--- config.mk ---
export PLATFORM = sky130hd
export DESIGN_NAME = chi_ram
export DESIGN_NICKNAME = d
export VERILOG_FILES = /design/src/design/chi_ram.sv
export SDC_FILE = /design/constraint.sdc
export NUM_CORES = 1
export LEC_CHECK = 0
export BUFFER_PORTS_ARGS = -buffer_cell sky130_fd_sc_hd__buf_2
export CORE_MARGIN = 4
export CORE_UTILIZATION = 40
export CTS_CLUSTER_DIAMETER = 120
export DETAILED_ROUTE_END_ITERATION = 12
export HOLD_SLACK_MARGIN = 0.05
export PLACE_DENSITY_LB_ADDON = 0.2
export REMOVE_ABC_BUFFERS = 1
export SLEW_MARGIN = 20
export SYNTH_ARGS = -nofsm -noshare
export SYNTH_HDL_FRONTEND = slang
export SYNTH_SLANG_ARGS = --single-unit
export TNS_END_PERCENT = 1
--- constraint.sdc ---
create_clock -name aclk -period 2.3 [get_ports aclk]
set_input_delay 0.46 -clock aclk [delete_from_list [all_inputs] [get_ports aclk]]
set_output_delay 0.46 -clock aclk [all_outputs]
set_load 0.1 [all_outputs]
--- src/design/chi_ram.sv ---
// Generic single-port-write, single-port-read RAM with registered read.
// No dependencies.
module chi_ram #(
    parameter int WIDTH = 8,
    parameter int DEPTH = 16
) (
    input  logic                     aclk,
    input  logic                     we,
    input  logic [$clog2(DEPTH)-1:0] waddr,
    input  logic [WIDTH-1:0]         wdata,
    input  logic [$clog2(DEPTH)-1:0] raddr,
    output logic [WIDTH-1:0]         rdata
);
    logic [WIDTH-1:0] mem [DEPTH];

    always_ff @(posedge aclk) begin
        if (we) begin
            mem[waddr] <= wdata;
        end
        rdata <= mem[raddr];
    end
endmodule

== Yosys cells after proc, flatten, opt, wreduce, memory -nomap -nowiden ==
Memories as Yosys holds them, arrays and structs flattened. A register that Yosys moved wholly into a read port is not among the register bits.
Index checks and enable logic that the tools add are counted.
Widths: inputs -> output; s select.
Word-level totals
  output and inout port bits: 8
  RAM bits: 128
  bits in latches: 0
  memories: 1
  logic and storage cells: 3
  bits of input ports: 18
  ROM bits: 0
  register bits: 0
Cells by class
  add/sub/neg operators: 0
  mux-type cells: 2
  div/mod/pow operators: 0
  order comparisons: 0
  reductions and logical operators: 0
  equal/unequal tests: 0
  bitwise operators: 0
  multipliers: 0
  shift-type cells: 0
Memories
  mem: words 16, bits a word 8, read ports 1, clocked after memory_dff 1, wr ports 1, line 14  | logic [WIDTH-1:0] mem [DEPTH];
Operators by type and width (count)
  $mux 1: 2

== Longest topological paths before layout ==
Gate-level depths: netlist (run 1).
  depth in word-level cells: 2
  mapped depth: 5
  gate-level depth less buffers: 3

== Worst setup path after synthesis (run 1) ==
No wires, ideal clock.
  path kind: input -> register
  start point: in waddr[2]
  end point: mem mem[0][0], enable pin
  path slack: 0.347 ns
  required time: 1.917 ns
  stages on the path: 2
  path buffers: 0
  data arrival time: 1.570 ns
  path through: or3b_2 nor3_1
RTL lines
  start: declaration: line 9  | input logic [$clog2(DEPTH)-1:0] waddr,
  end: declaration: line 14
No word-level cell before the write port.

== Final worst setup path (run 1) ==
  start point: reg rdata[0] (read register of mem)
  end point: out rdata[0]
RTL lines
  start: declaration: line 12  | output logic [WIDTH-1:0] rdata
No word-level cell between the ends.

==> results.md, run 1 <==
• share of layout cells above drive strength 1: 0.314
• Final ANT Viol Nets: 0
• Worst Hold Path EP: mem[15][5]
• row cnt: 41
• DIE HEIGHT: 121 um
• leakage power: 2.10 nW
• source of the worst hold timing path: wdata[5]
• unrepaired setup endpoints after global routing: no
• DRT iter0 DRCs: 188
• Placed Cells incl. Taps: 439
• buffering stage count on the worst path with inverters included: 1
• master cell of the clock root buffer: sky130_fd_sc_hd__clkbuf_16
• largest delay contributor family on the critical path: buffers and inverters
• Post-CTS Hold Fix Bufs: 0
• sequential fraction of the synthesis area: 0.778
• crit path max fanout: 1
• Final setup viols: 0
• maximum number of pins on one net before global-route repair: 33
• clock tree sinks: 136
• clock tree from TritonCTS: yes
• synthesis warning total: 0
• reg-to-reg slack, setup: 0.90 ns
• hold path depth: 1
• maximum vdd ir drop: 465 uV
• iteration count of the initial detailed-routing pass: 4
• number of endpoints with negative hold slack in the final report: 0
• type of the worst min-delay path: in -> reg
• depth of the worst register-to-register path: 3
• element type at the critical path start: flip-flop
• gate count after technology mapping: 229
• CP Data Required Time: 1.84 ns
• register bit count reported by yosys: 136
• total via count in the routed design: 2440
• Pwr Density: 926 nW/um^2
• minimum setup slack after placement: 0.308 ns
• total power draw: 5.71 mW
• Mapped Area: 5150 um^2
• area growth from synthesis to final layout: 19.7%
• Cell Area, Placed: 5600 um^2
• Slew @ Worst Pin: 0.510 ns
• worst-path cell chain: buf_2
• residual overflow from global routing: 0
• wirelength, routed: 9910 um
• Fin Hold WS: 0.442 ns
• Clk pin slew, worst setup/hold paths: 0.06 ns
• ratio of final minimum period to clock period: 0.710
• CTS max path bufs: 2
• number of violations of the max-capacitance limit: 0
• total count of max-transition violations in the final report: 0
• category of the most critical setup path: reg -> out
• gpl congestion: 0.715
• Inserted Clock Buffers: 17
• CTS HTree Levels: 4
• peak per-stage delay on the critical path: 0.43 ns
• NumNets Final: 304
• reg-to-reg startpoint: mem[2][2]
• Post CTS Setup Buffer Count: 0
• vias in the first global route: 2540
• fin util: 0.488
• die outline width: 121 um
• Layout Skew: 0.00346 ns
• effective utilization at floorplan: 0.408
• capturing point of the worst reg2reg path: rdata[2]
• CORE AREA: 12600 um^2
• fmax: 0.612 GHz
• Synth Area per Inst: 22.5 um^2
• global-route wire length before repair: 15300 um
• Final Worst Setup Slack: 0.666 ns
• remaining max-slew budget at the tightest pin: 0.662
• port buffer count: 25
• antenna violations before repair: 0
• status: completed
• count of distinct cell types in the synthesized netlist: 19
• Ant. Diodes: 0
• total negative setup slack: 0 ns
• arrival time at the worst endpoint: 1.17 ns
• Die Footprint: 14700 um^2
• number of remaining DRC errors: 0
• crit path time final: 1.63 ns
• post-route design area: 6160 um^2
• per-cell via count in the routed design: 5.18
• HPWL after detailed placement: 6340 um
• Worst setup startpoint: rdata[0]
• Max stage delay cell, worst path: sky130_fd_sc_hd__buf_2
• number of gates resized after cts: 0
• wire length per cell: 21.0 um
• Finished Layout Cells: 471
• GRT Resource Usage Total: 0.149
• num ports: 26
• CP Capture Type: primary output
• worst skew pair latency: 0.40 ns
-- synth_stat cells, drive strengths merged --
library cell   count  share of area
edfxtp           128           0.75
mux4              32           0.15
a22oi             16          0.023
nor2              13         0.0095
nand2              9         0.0066
dfxtp              8          0.031
buf                7          0.011
nor3               4         0.0039
clkdlybuf4s25      3         0.0058
nand2b             2         0.0024
nand3b             2         0.0029
and2               1         0.0012
and2b              1         0.0015
nand3              1        0.00097
nor2b              1         0.0012
or3b               1         0.0017
-- power breakdown --
group	switching (mW)	leakage, nW	internal, mW	total [mW]
clock network	0.953	0.269	1.59	2.54
logic	0.265	0.602	0.114	0.378
registers	0.0141	1.22	2.77	2.79
total	1.23	2.10	4.47	5.71
-- worst max-delay path by stage --
stage | endpoint | slack, ns | cells past startpoint
2_1_floorplan | mem[0][0] | 0.35 | 2
3_3_place_gp | rdata[2] | 0.32 | 5
3_5_place_dp | rdata[2] | 0.31 | 5
4_1_cts | rdata[0] | 0.63 | 1
5_1_grt | rdata[3] | 0.62 | 1
6_report | rdata[0] | 0.67 | 1
-- cell families after synthesis --
group,after synthesis,synth area share
flops,136,0.778
simple gates,35,0.0318
mux,32,0.150
compound gates,16,0.0233
buf+inv,10,0.0168
-- per-layer routing --
metal  vias up  part of all wire  track usage
li1       1087                 -            -
met1      1281              0.46        0.209
met2        63              0.47        0.221
met3         9             0.051       0.0368
met4         0             0.013       0.0651
met5         -                 0            0
-- state kept, by name, summed over array words and instances, names as in the netlist --
name,flops
mem,128
rdata,8
-- layout by cell type, fill, tap and decap left out --
cell / netlist / routed
sky130_fd_sc_hd__clkbuf_1: 0 / 3
sky130_fd_sc_hd__bufinv_16: 0 / 2
sky130_fd_sc_hd__dfxtp_1: 8 / 8
sky130_fd_sc_hd__clkbuf_16: 0 / 17
sky130_fd_sc_hd__buf_4: 1 / 21
sky130_fd_sc_hd__inv_6: 0 / 1
sky130_fd_sc_hd__nor2b_1: 1 / 1
sky130_fd_sc_hd__edfxtp_1: 128 / 128
sky130_fd_sc_hd__nand2b_1: 2 / 2
sky130_fd_sc_hd__nand3_1: 1 / 1
sky130_fd_sc_hd__mux4_1: 14 / 14
sky130_fd_sc_hd__buf_2: 3 / 25
sky130_fd_sc_hd__clkinv_2: 0 / 2
sky130_fd_sc_hd__a22oi_1: 16 / 16
sky130_fd_sc_hd__and2b_1: 1 / 1
sky130_fd_sc_hd__buf_12: 0 / 2
sky130_fd_sc_hd__clkinvlp_4: 0 / 2
sky130_fd_sc_hd__or3b_2: 1 / 1
sky130_fd_sc_hd__and2_1: 1 / 1
sky130_fd_sc_hd__mux4_2: 18 / 18
sky130_fd_sc_hd__clkinv_4: 0 / 3
sky130_fd_sc_hd__clkinv_1: 0 / 2
sky130_fd_sc_hd__nand3b_1: 2 / 2
sky130_fd_sc_hd__nor2_1: 13 / 13
sky130_fd_sc_hd__nand2_1: 9 / 9
sky130_fd_sc_hd__nor3_1: 4 / 4
-- area by class of cell --
type | instances | area, um^2
flip-flops and latches | 136 | 4000
fillers | 1049 | 6460
well taps | 172 | 215
clock inverters | 12 | 128
repair buffers | 48 | 323
multi-input cells | 83 | 1060
clock buffers | 20 | 437
(Power assumes the default switching activity.)
==> inputs of run 2 (changes only) <==
==> constraint.sdc (replaced) <==
create_clock -name aclk -period 1.5 [get_ports aclk]
set_input_delay 0.3 -clock aclk [delete_from_list [all_inputs] [get_ports aclk]]
set_output_delay 0.3 -clock aclk [all_outputs]
set_load 0.1 [all_outputs]
==> results.md, run 2 (synthesized netlist as in run 1, its figures left out) <==
• status: completed
• Ant. Diodes: 0, unchanged
• Fin Hold WS: 0.284 ns, -0.158 ns
• Clk pin slew, worst setup/hold paths: 0.06 ns, about the same
• wirelength, routed: 10200 um, +2.8%
• die outline width: 121 um, unchanged
• worst skew pair latency: 0.42 ns, +0.02 ns
• total power draw: 8.91 mW, +56%
• fin util: 0.498, +0.00932
• Worst path depth: 1, unchanged
• global-route wire length before repair: 15600 um, +1.5%
• buffering stage count on the worst path with inverters included: 1, unchanged
• number of flip-flops in the largest register: 128, unchanged
• area growth from synthesis to final layout: 22.0%
• Die Footprint: 14700 um^2, unchanged
• total count of max-transition violations in the final report: 0, unchanged
• most common cell after layout, fill and taps aside: sky130_fd_sc_hd__edfxtp_1
• share of layout cells above drive strength 1: 0.332, +0.0179
• Max stage delay cell, worst path: sky130_fd_sc_hd__buf_2
• largest registers: mem (128), rdata (8)
• DRT iter0 DRCs: 281, +49%
• Pwr Density: 1420 nW/um^2, +53%
• total via count in the routed design: 2440, unchanged
• row cnt: 41, unchanged
• num ports: 26, unchanged
• hold path depth: 1, unchanged
• Layout Skew: 0.00993 ns, +0.00647 ns
• ratio of final minimum period to clock period: 0.960
• number of remaining DRC errors: 0, unchanged
• per-cell via count in the routed design: 5.09, -1.7%
• type of the worst min-delay path: in -> reg
• Inserted Clock Buffers: 17, unchanged
• largest register by flop count: mem
• Layout fillers: 1043, -0.57%
• worst-path cell chain: buf_2
• wire length per cell: 21.3 um, +1.1%
• crit path max fanout: 1, unchanged
• unrepaired setup endpoints after global routing: no
• number of endpoints with negative hold slack in the final report: 0, unchanged
• effective utilization at floorplan: 0.408, unchanged
• CORE AREA: 12600 um^2, unchanged
• number of violations of the max-capacitance limit: 0, unchanged
• gpl congestion: 0.741, +3.7%
• GRT Resource Usage Total: 0.151, +0.00199
• most used cells in the layout excluding fill and tap cells: sky130_fd_sc_hd__edfxtp_1 (128), sky130_fd_sc_hd__buf_4 (30), sky130_fd_sc_hd__buf_2 (21)
• crit path time final: 1.44 ns
• total negative setup slack: 0 ns, unchanged
• arrival time at the worst endpoint: 1.14 ns, -0.03 ns
• Slew @ Worst Pin: 0.787 ns, +0.277 ns
• Final ANT Viol Nets: 0, unchanged
• remaining max-slew budget at the tightest pin: 0.474, -0.188
• CTS max path bufs: 2, unchanged
• CTS HTree Levels: 4, unchanged
• port buffer count: 25, unchanged
• HPWL after detailed placement: 6680 um, +5.4%
• depth of the worst register-to-register path: 3, unchanged
• largest delay contributor family on the critical path: buffers and inverters
• clock tree sinks: 136, unchanged
• maximum number of pins on one net before global-route repair: 20, -39%
• CP Capture Type: primary output
• iteration count of the initial detailed-routing pass: 4, unchanged
• vias in the first global route: 2514, -1.0%
• maximum vdd ir drop: 744 uV, +60%
• DIE HEIGHT: 121 um, unchanged
• antenna violations before repair: 0, unchanged
• leakage power: 2.16 nW, +3.0%
• CP Data Required Time: 1.20 ns, -0.64 ns
• category of the most critical setup path: reg -> out
• peak per-stage delay on the critical path: 0.42 ns, about the same
• element type at the critical path start: flip-flop
• residual overflow from global routing: 0, unchanged
• fmax: 0.694 GHz
• master cell of the clock root buffer: sky130_fd_sc_hd__clkbuf_16
• Post-CTS Hold Fix Bufs: 0, unchanged
• Final setup viols: 0, unchanged
• NumNets Final: 312, +2.6%
• clock tree from TritonCTS: yes
-- run 2: cell count changes in the layout (fill, tap and decap cells not counted) --
cell / before / now
sky130_fd_sc_hd__buf_2: 25 / 21
sky130_fd_sc_hd__clkinv_4: 3 / 0
sky130_fd_sc_hd__clkinv_2: 2 / 5
sky130_fd_sc_hd__bufinv_16: 2 / 3
sky130_fd_sc_hd__buf_12: 2 / 5
sky130_fd_sc_hd__clkinv_1: 2 / 1
sky130_fd_sc_hd__clkbuf_1: 3 / 4
sky130_fd_sc_hd__inv_6: 1 / 0
sky130_fd_sc_hd__buf_4: 21 / 30
-- run 2: power breakdown --
group          switching [mW]  total [mW]  internal [mW]  leakage [nW]
clock network            1.44        4.02           2.59         0.278
registers              0.0267        4.28           4.25          1.22
logic                   0.409       0.613          0.204         0.657
-- run 2: routing by layer --
layer | up-vias | global-route usage | part of all wire
met5 | - | 0 | 0
met1 | 1253 | 0.220 | 0.46
met4 | 0 | 0.0588 | 0.013
li1 | 1108 | - | -
met3 | 11 | 0.0415 | 0.061
met2 | 68 | 0.216 | 0.47
-- run 2: path summary, 6_finish.rpt --
kind	from	to	slack, ns
max	rdata[4]	rdata[4]	0.06
min	wdata[7]	mem[3][7]	0.28
max reg2reg	mem[10][4]	rdata[4]	0.16
min reg2reg	mem[4][2]	rdata[2]	0.69
-- run 2: layout make-up --
class | instances | area [um^2] | share of cell area
sequential | 136 | 4000 | 0.637
multi-input combinational | 83 | 1060 | 0.168
tap | 172 | 215 | 0.0343
clock inverter | 11 | 134 | 0.0213
timing repair buffer | 56 | 430 | 0.0685
clock buffer | 21 | 440 | 0.0701
-- run 2: stage by stage --
| stage | setup WS [ns] | area (um^2) | cells |
|---|---|---|---|
| 2_1_floorplan | -0.293 | 5060 | 219 |
| 3_3_place_gp | -0.257 | 5700 | 447 |
| 3_5_place_dp | -0.270 | 5700 | 447 |
| 4_1_cts | 0.0327 | 6280 | 479 |
| 5_1_grt | 0.0137 | 6280 | 479 |
| 6_report | 0.0596 | 6280 | 479 |
-- run 2: repair_timing --
action | in CTS | in global routing
buffers inserted | 0 | 0
setup endpoints to repair | 4 | 0
resized for setup | 4 | 0
==> inputs of run 3 (changes only) <==
--- a/config.mk
+++ b/config.mk
@@ -6,6 +6,8 @@
 export NUM_CORES = 1
 export LEC_CHECK = 0
 export BUFFER_PORTS_ARGS = -buffer_cell sky130_fd_sc_hd__buf_2
+export CELL_PAD_IN_SITES_DETAIL_PLACEMENT = 0
+export CELL_PAD_IN_SITES_GLOBAL_PLACEMENT = 2
 export CORE_MARGIN = 4
 export CORE_UTILIZATION = 40
 export CTS_CLUSTER_DIAMETER = 120
==> results.md, run 3 (synthesized netlist as in run 1, its figures left out) <==
• fin util: 0.498, about the same
• buffering stage count on the worst path with inverters included: 1, unchanged
• row cnt: 41, unchanged
• Die Footprint: 14700 um^2, unchanged
• Slew @ Worst Pin: 0.785 ns, -0.00176 ns
• unrepaired setup endpoints after global routing: no
• total negative setup slack: 0 ns, unchanged
• total via count in the routed design: 2497, +2.3%
• NumNets Final: 312, unchanged
• number of endpoints with negative hold slack in the final report: 0, unchanged
• clock tree from TritonCTS: yes
• area growth from synthesis to final layout: 22.1%, about the same
• Post-CTS Hold Fix Bufs: 0, unchanged
• status: completed
• switching power of the nets: 1.87 mW, about the same
• post-route design area: 6290 um^2, about the same
• share of layout cells above drive strength 1: 0.332, unchanged
• wire length per cell: 21.3 um, about the same
• gpl congestion: 0.736, -0.61%
• peak per-stage delay on the critical path: 0.42 ns, about the same
• worst-path cell chain: buf_2
• most used cells in the layout excluding fill and tap cells: sky130_fd_sc_hd__edfxtp_1 (128), sky130_fd_sc_hd__buf_4 (31), sky130_fd_sc_hd__buf_2 (21)
• HPWL after detailed placement: 6770 um, +1.3%
• Cell Area, Placed: 5680 um^2, -0.22%
• Final Worst Setup Slack: 0.0668 ns, +0.00726 ns
• total count of max-transition violations in the final report: 0, unchanged
• Combinational Power Share: 0.069, about the same
• global-route wire length before repair: 15900 um, +2.3%
• Seq pwr share: 0.474, -0.006
• DIE HEIGHT: 121 um, unchanged
• Inserted Clock Buffers: 17, unchanged
• share of total power in the clock network: 0.458, +0.007
• Final ANT Viol Nets: 0, unchanged
• per-cell via count in the routed design: 5.21, +2.3%
• total power draw: 9.03 mW, +1.3%
• Finished Layout Cells: 479, unchanged
• remaining max-slew budget at the tightest pin: 0.475, +0.00117
• number of violations of the max-capacitance limit: 0, unchanged
• maximum number of pins on one net before global-route repair: 18, -10%
• maximum vdd ir drop: 693 uV, -6.9%
• iteration count of the initial detailed-routing pass: 4, unchanged
• CORE AREA: 12600 um^2, unchanged
• residual overflow from global routing: 0, unchanged
• master cell of the clock root buffer: sky130_fd_sc_hd__clkbuf_16
• largest delay contributor family on the critical path: buffers and inverters
• ratio of final minimum period to clock period: 0.955, -0.00484
• CP Capture Type: primary output
• internal cell power: 7.15 mW, +1.6%
• most common cell after layout, fill and taps aside: sky130_fd_sc_hd__edfxtp_1
• Layout fillers: 1080, +3.5%
• number of remaining DRC errors: 0, unchanged
• minimum setup slack after placement: -0.310 ns, -0.0402 ns
• crit path max fanout: 1, unchanged
• Fin Hold WS: 0.279 ns, -0.00498 ns
• type of the worst min-delay path: in -> reg
• worst skew pair latency: 0.41 ns, about the same
• arrival time at the worst endpoint: 1.13 ns, about the same
• leakage power: 2.16 nW, +0.13%
• category of the most critical setup path: reg -> out
• DRT iter0 DRCs: 160, -43%
• vias in the first global route: 2596, +3.3%
• Post CTS Setup Buffer Count: 0, unchanged
• largest register by flop count: mem
• CTS max path bufs: 2, unchanged
• number of flip-flops in the largest register: 128, unchanged
• largest registers: mem (128), rdata (8)
• num ports: 26, unchanged
• number of gates resized after cts: 4, unchanged
• CP Data Required Time: 1.20 ns, about the same
• Layout Skew: 0.0102 ns, +0.000239 ns
• element type at the critical path start: flip-flop
• CTS HTree Levels: 4, unchanged
• Pwr Density: 1440 nW/um^2, +1.2%
• port buffer count: 25, unchanged
• antenna violations before repair: 0, unchanged
• Ant. Diodes: 0, unchanged
• clock tree sinks: 136, unchanged
• Max stage delay cell, worst path: sky130_fd_sc_hd__buf_2
• Final setup viols: 0, unchanged
• Clk pin slew, worst setup/hold paths: 0.06 ns, about the same
• Placed Cells incl. Taps: 447, unchanged
• net switching fraction of the power: 0.207, -0.00243
• effective utilization at floorplan: 0.408, unchanged
• wirelength, routed: 10200 um, about the same
• GRT Resource Usage Total: 0.154, +0.00290
• die outline width: 121 um, unchanged
• crit path time final: 1.43 ns, -0.00726 ns
• fmax: 0.698 GHz, +0.51%
run 3: changes by cell type in the layout (fill, tap and decap cells not counted), sizes merged:
cell	previous run	this run
clkbuf	21	24
clkinv	6	4
clkinvlp	2	1
run 3: layout make-up:
class	instances	area (um^2)	share of cell area
flip-flops and latches	136	4000	0.637
multi-input cells	83	1060	0.168
clock buffers	24	472	0.0750
repair buffers	56	418	0.0665
well taps	172	215	0.0342
clock inverters	8	121	0.0193
run 3: power by group through the flow:
| stage | clock network (mW) | logic [mW] | registers [mW] |
|---|---|---|---|
| 6_report | 4.13 | 0.619 | 4.28 |
| 5_1_grt | 4.41 | 0.662 | 4.28 |
| 4_1_cts | 4.21 | 0.633 | 4.28 |
| 3_5_place_dp | 0 | 0.625 | 4.36 |
| 3_3_place_gp | 0 | 0.620 | 4.35 |
| 2_1_floorplan | 0 | 0.170 | 4.53 |
run 3: worst paths after layout:
check                                start  depth (start not counted)  slack, ns    endpoint
worst min register to register   mem[0][1]                          3       0.68    rdata[1]
worst max-delay path              rdata[7]                          1       0.07    rdata[7]
worst max register to register  mem[10][4]                          3       0.16    rdata[4]
worst min-delay path              wdata[5]                          1       0.28  mem[10][5]
run 3: layer usage:
layer  routed length (um)  up-vias  track usage
met5                    0        -            0
met4                  122        0       0.0588
met3                  381       12       0.0406
met2                 4950       53        0.232
met1                 4730     1328        0.215
li1                     -     1104            -
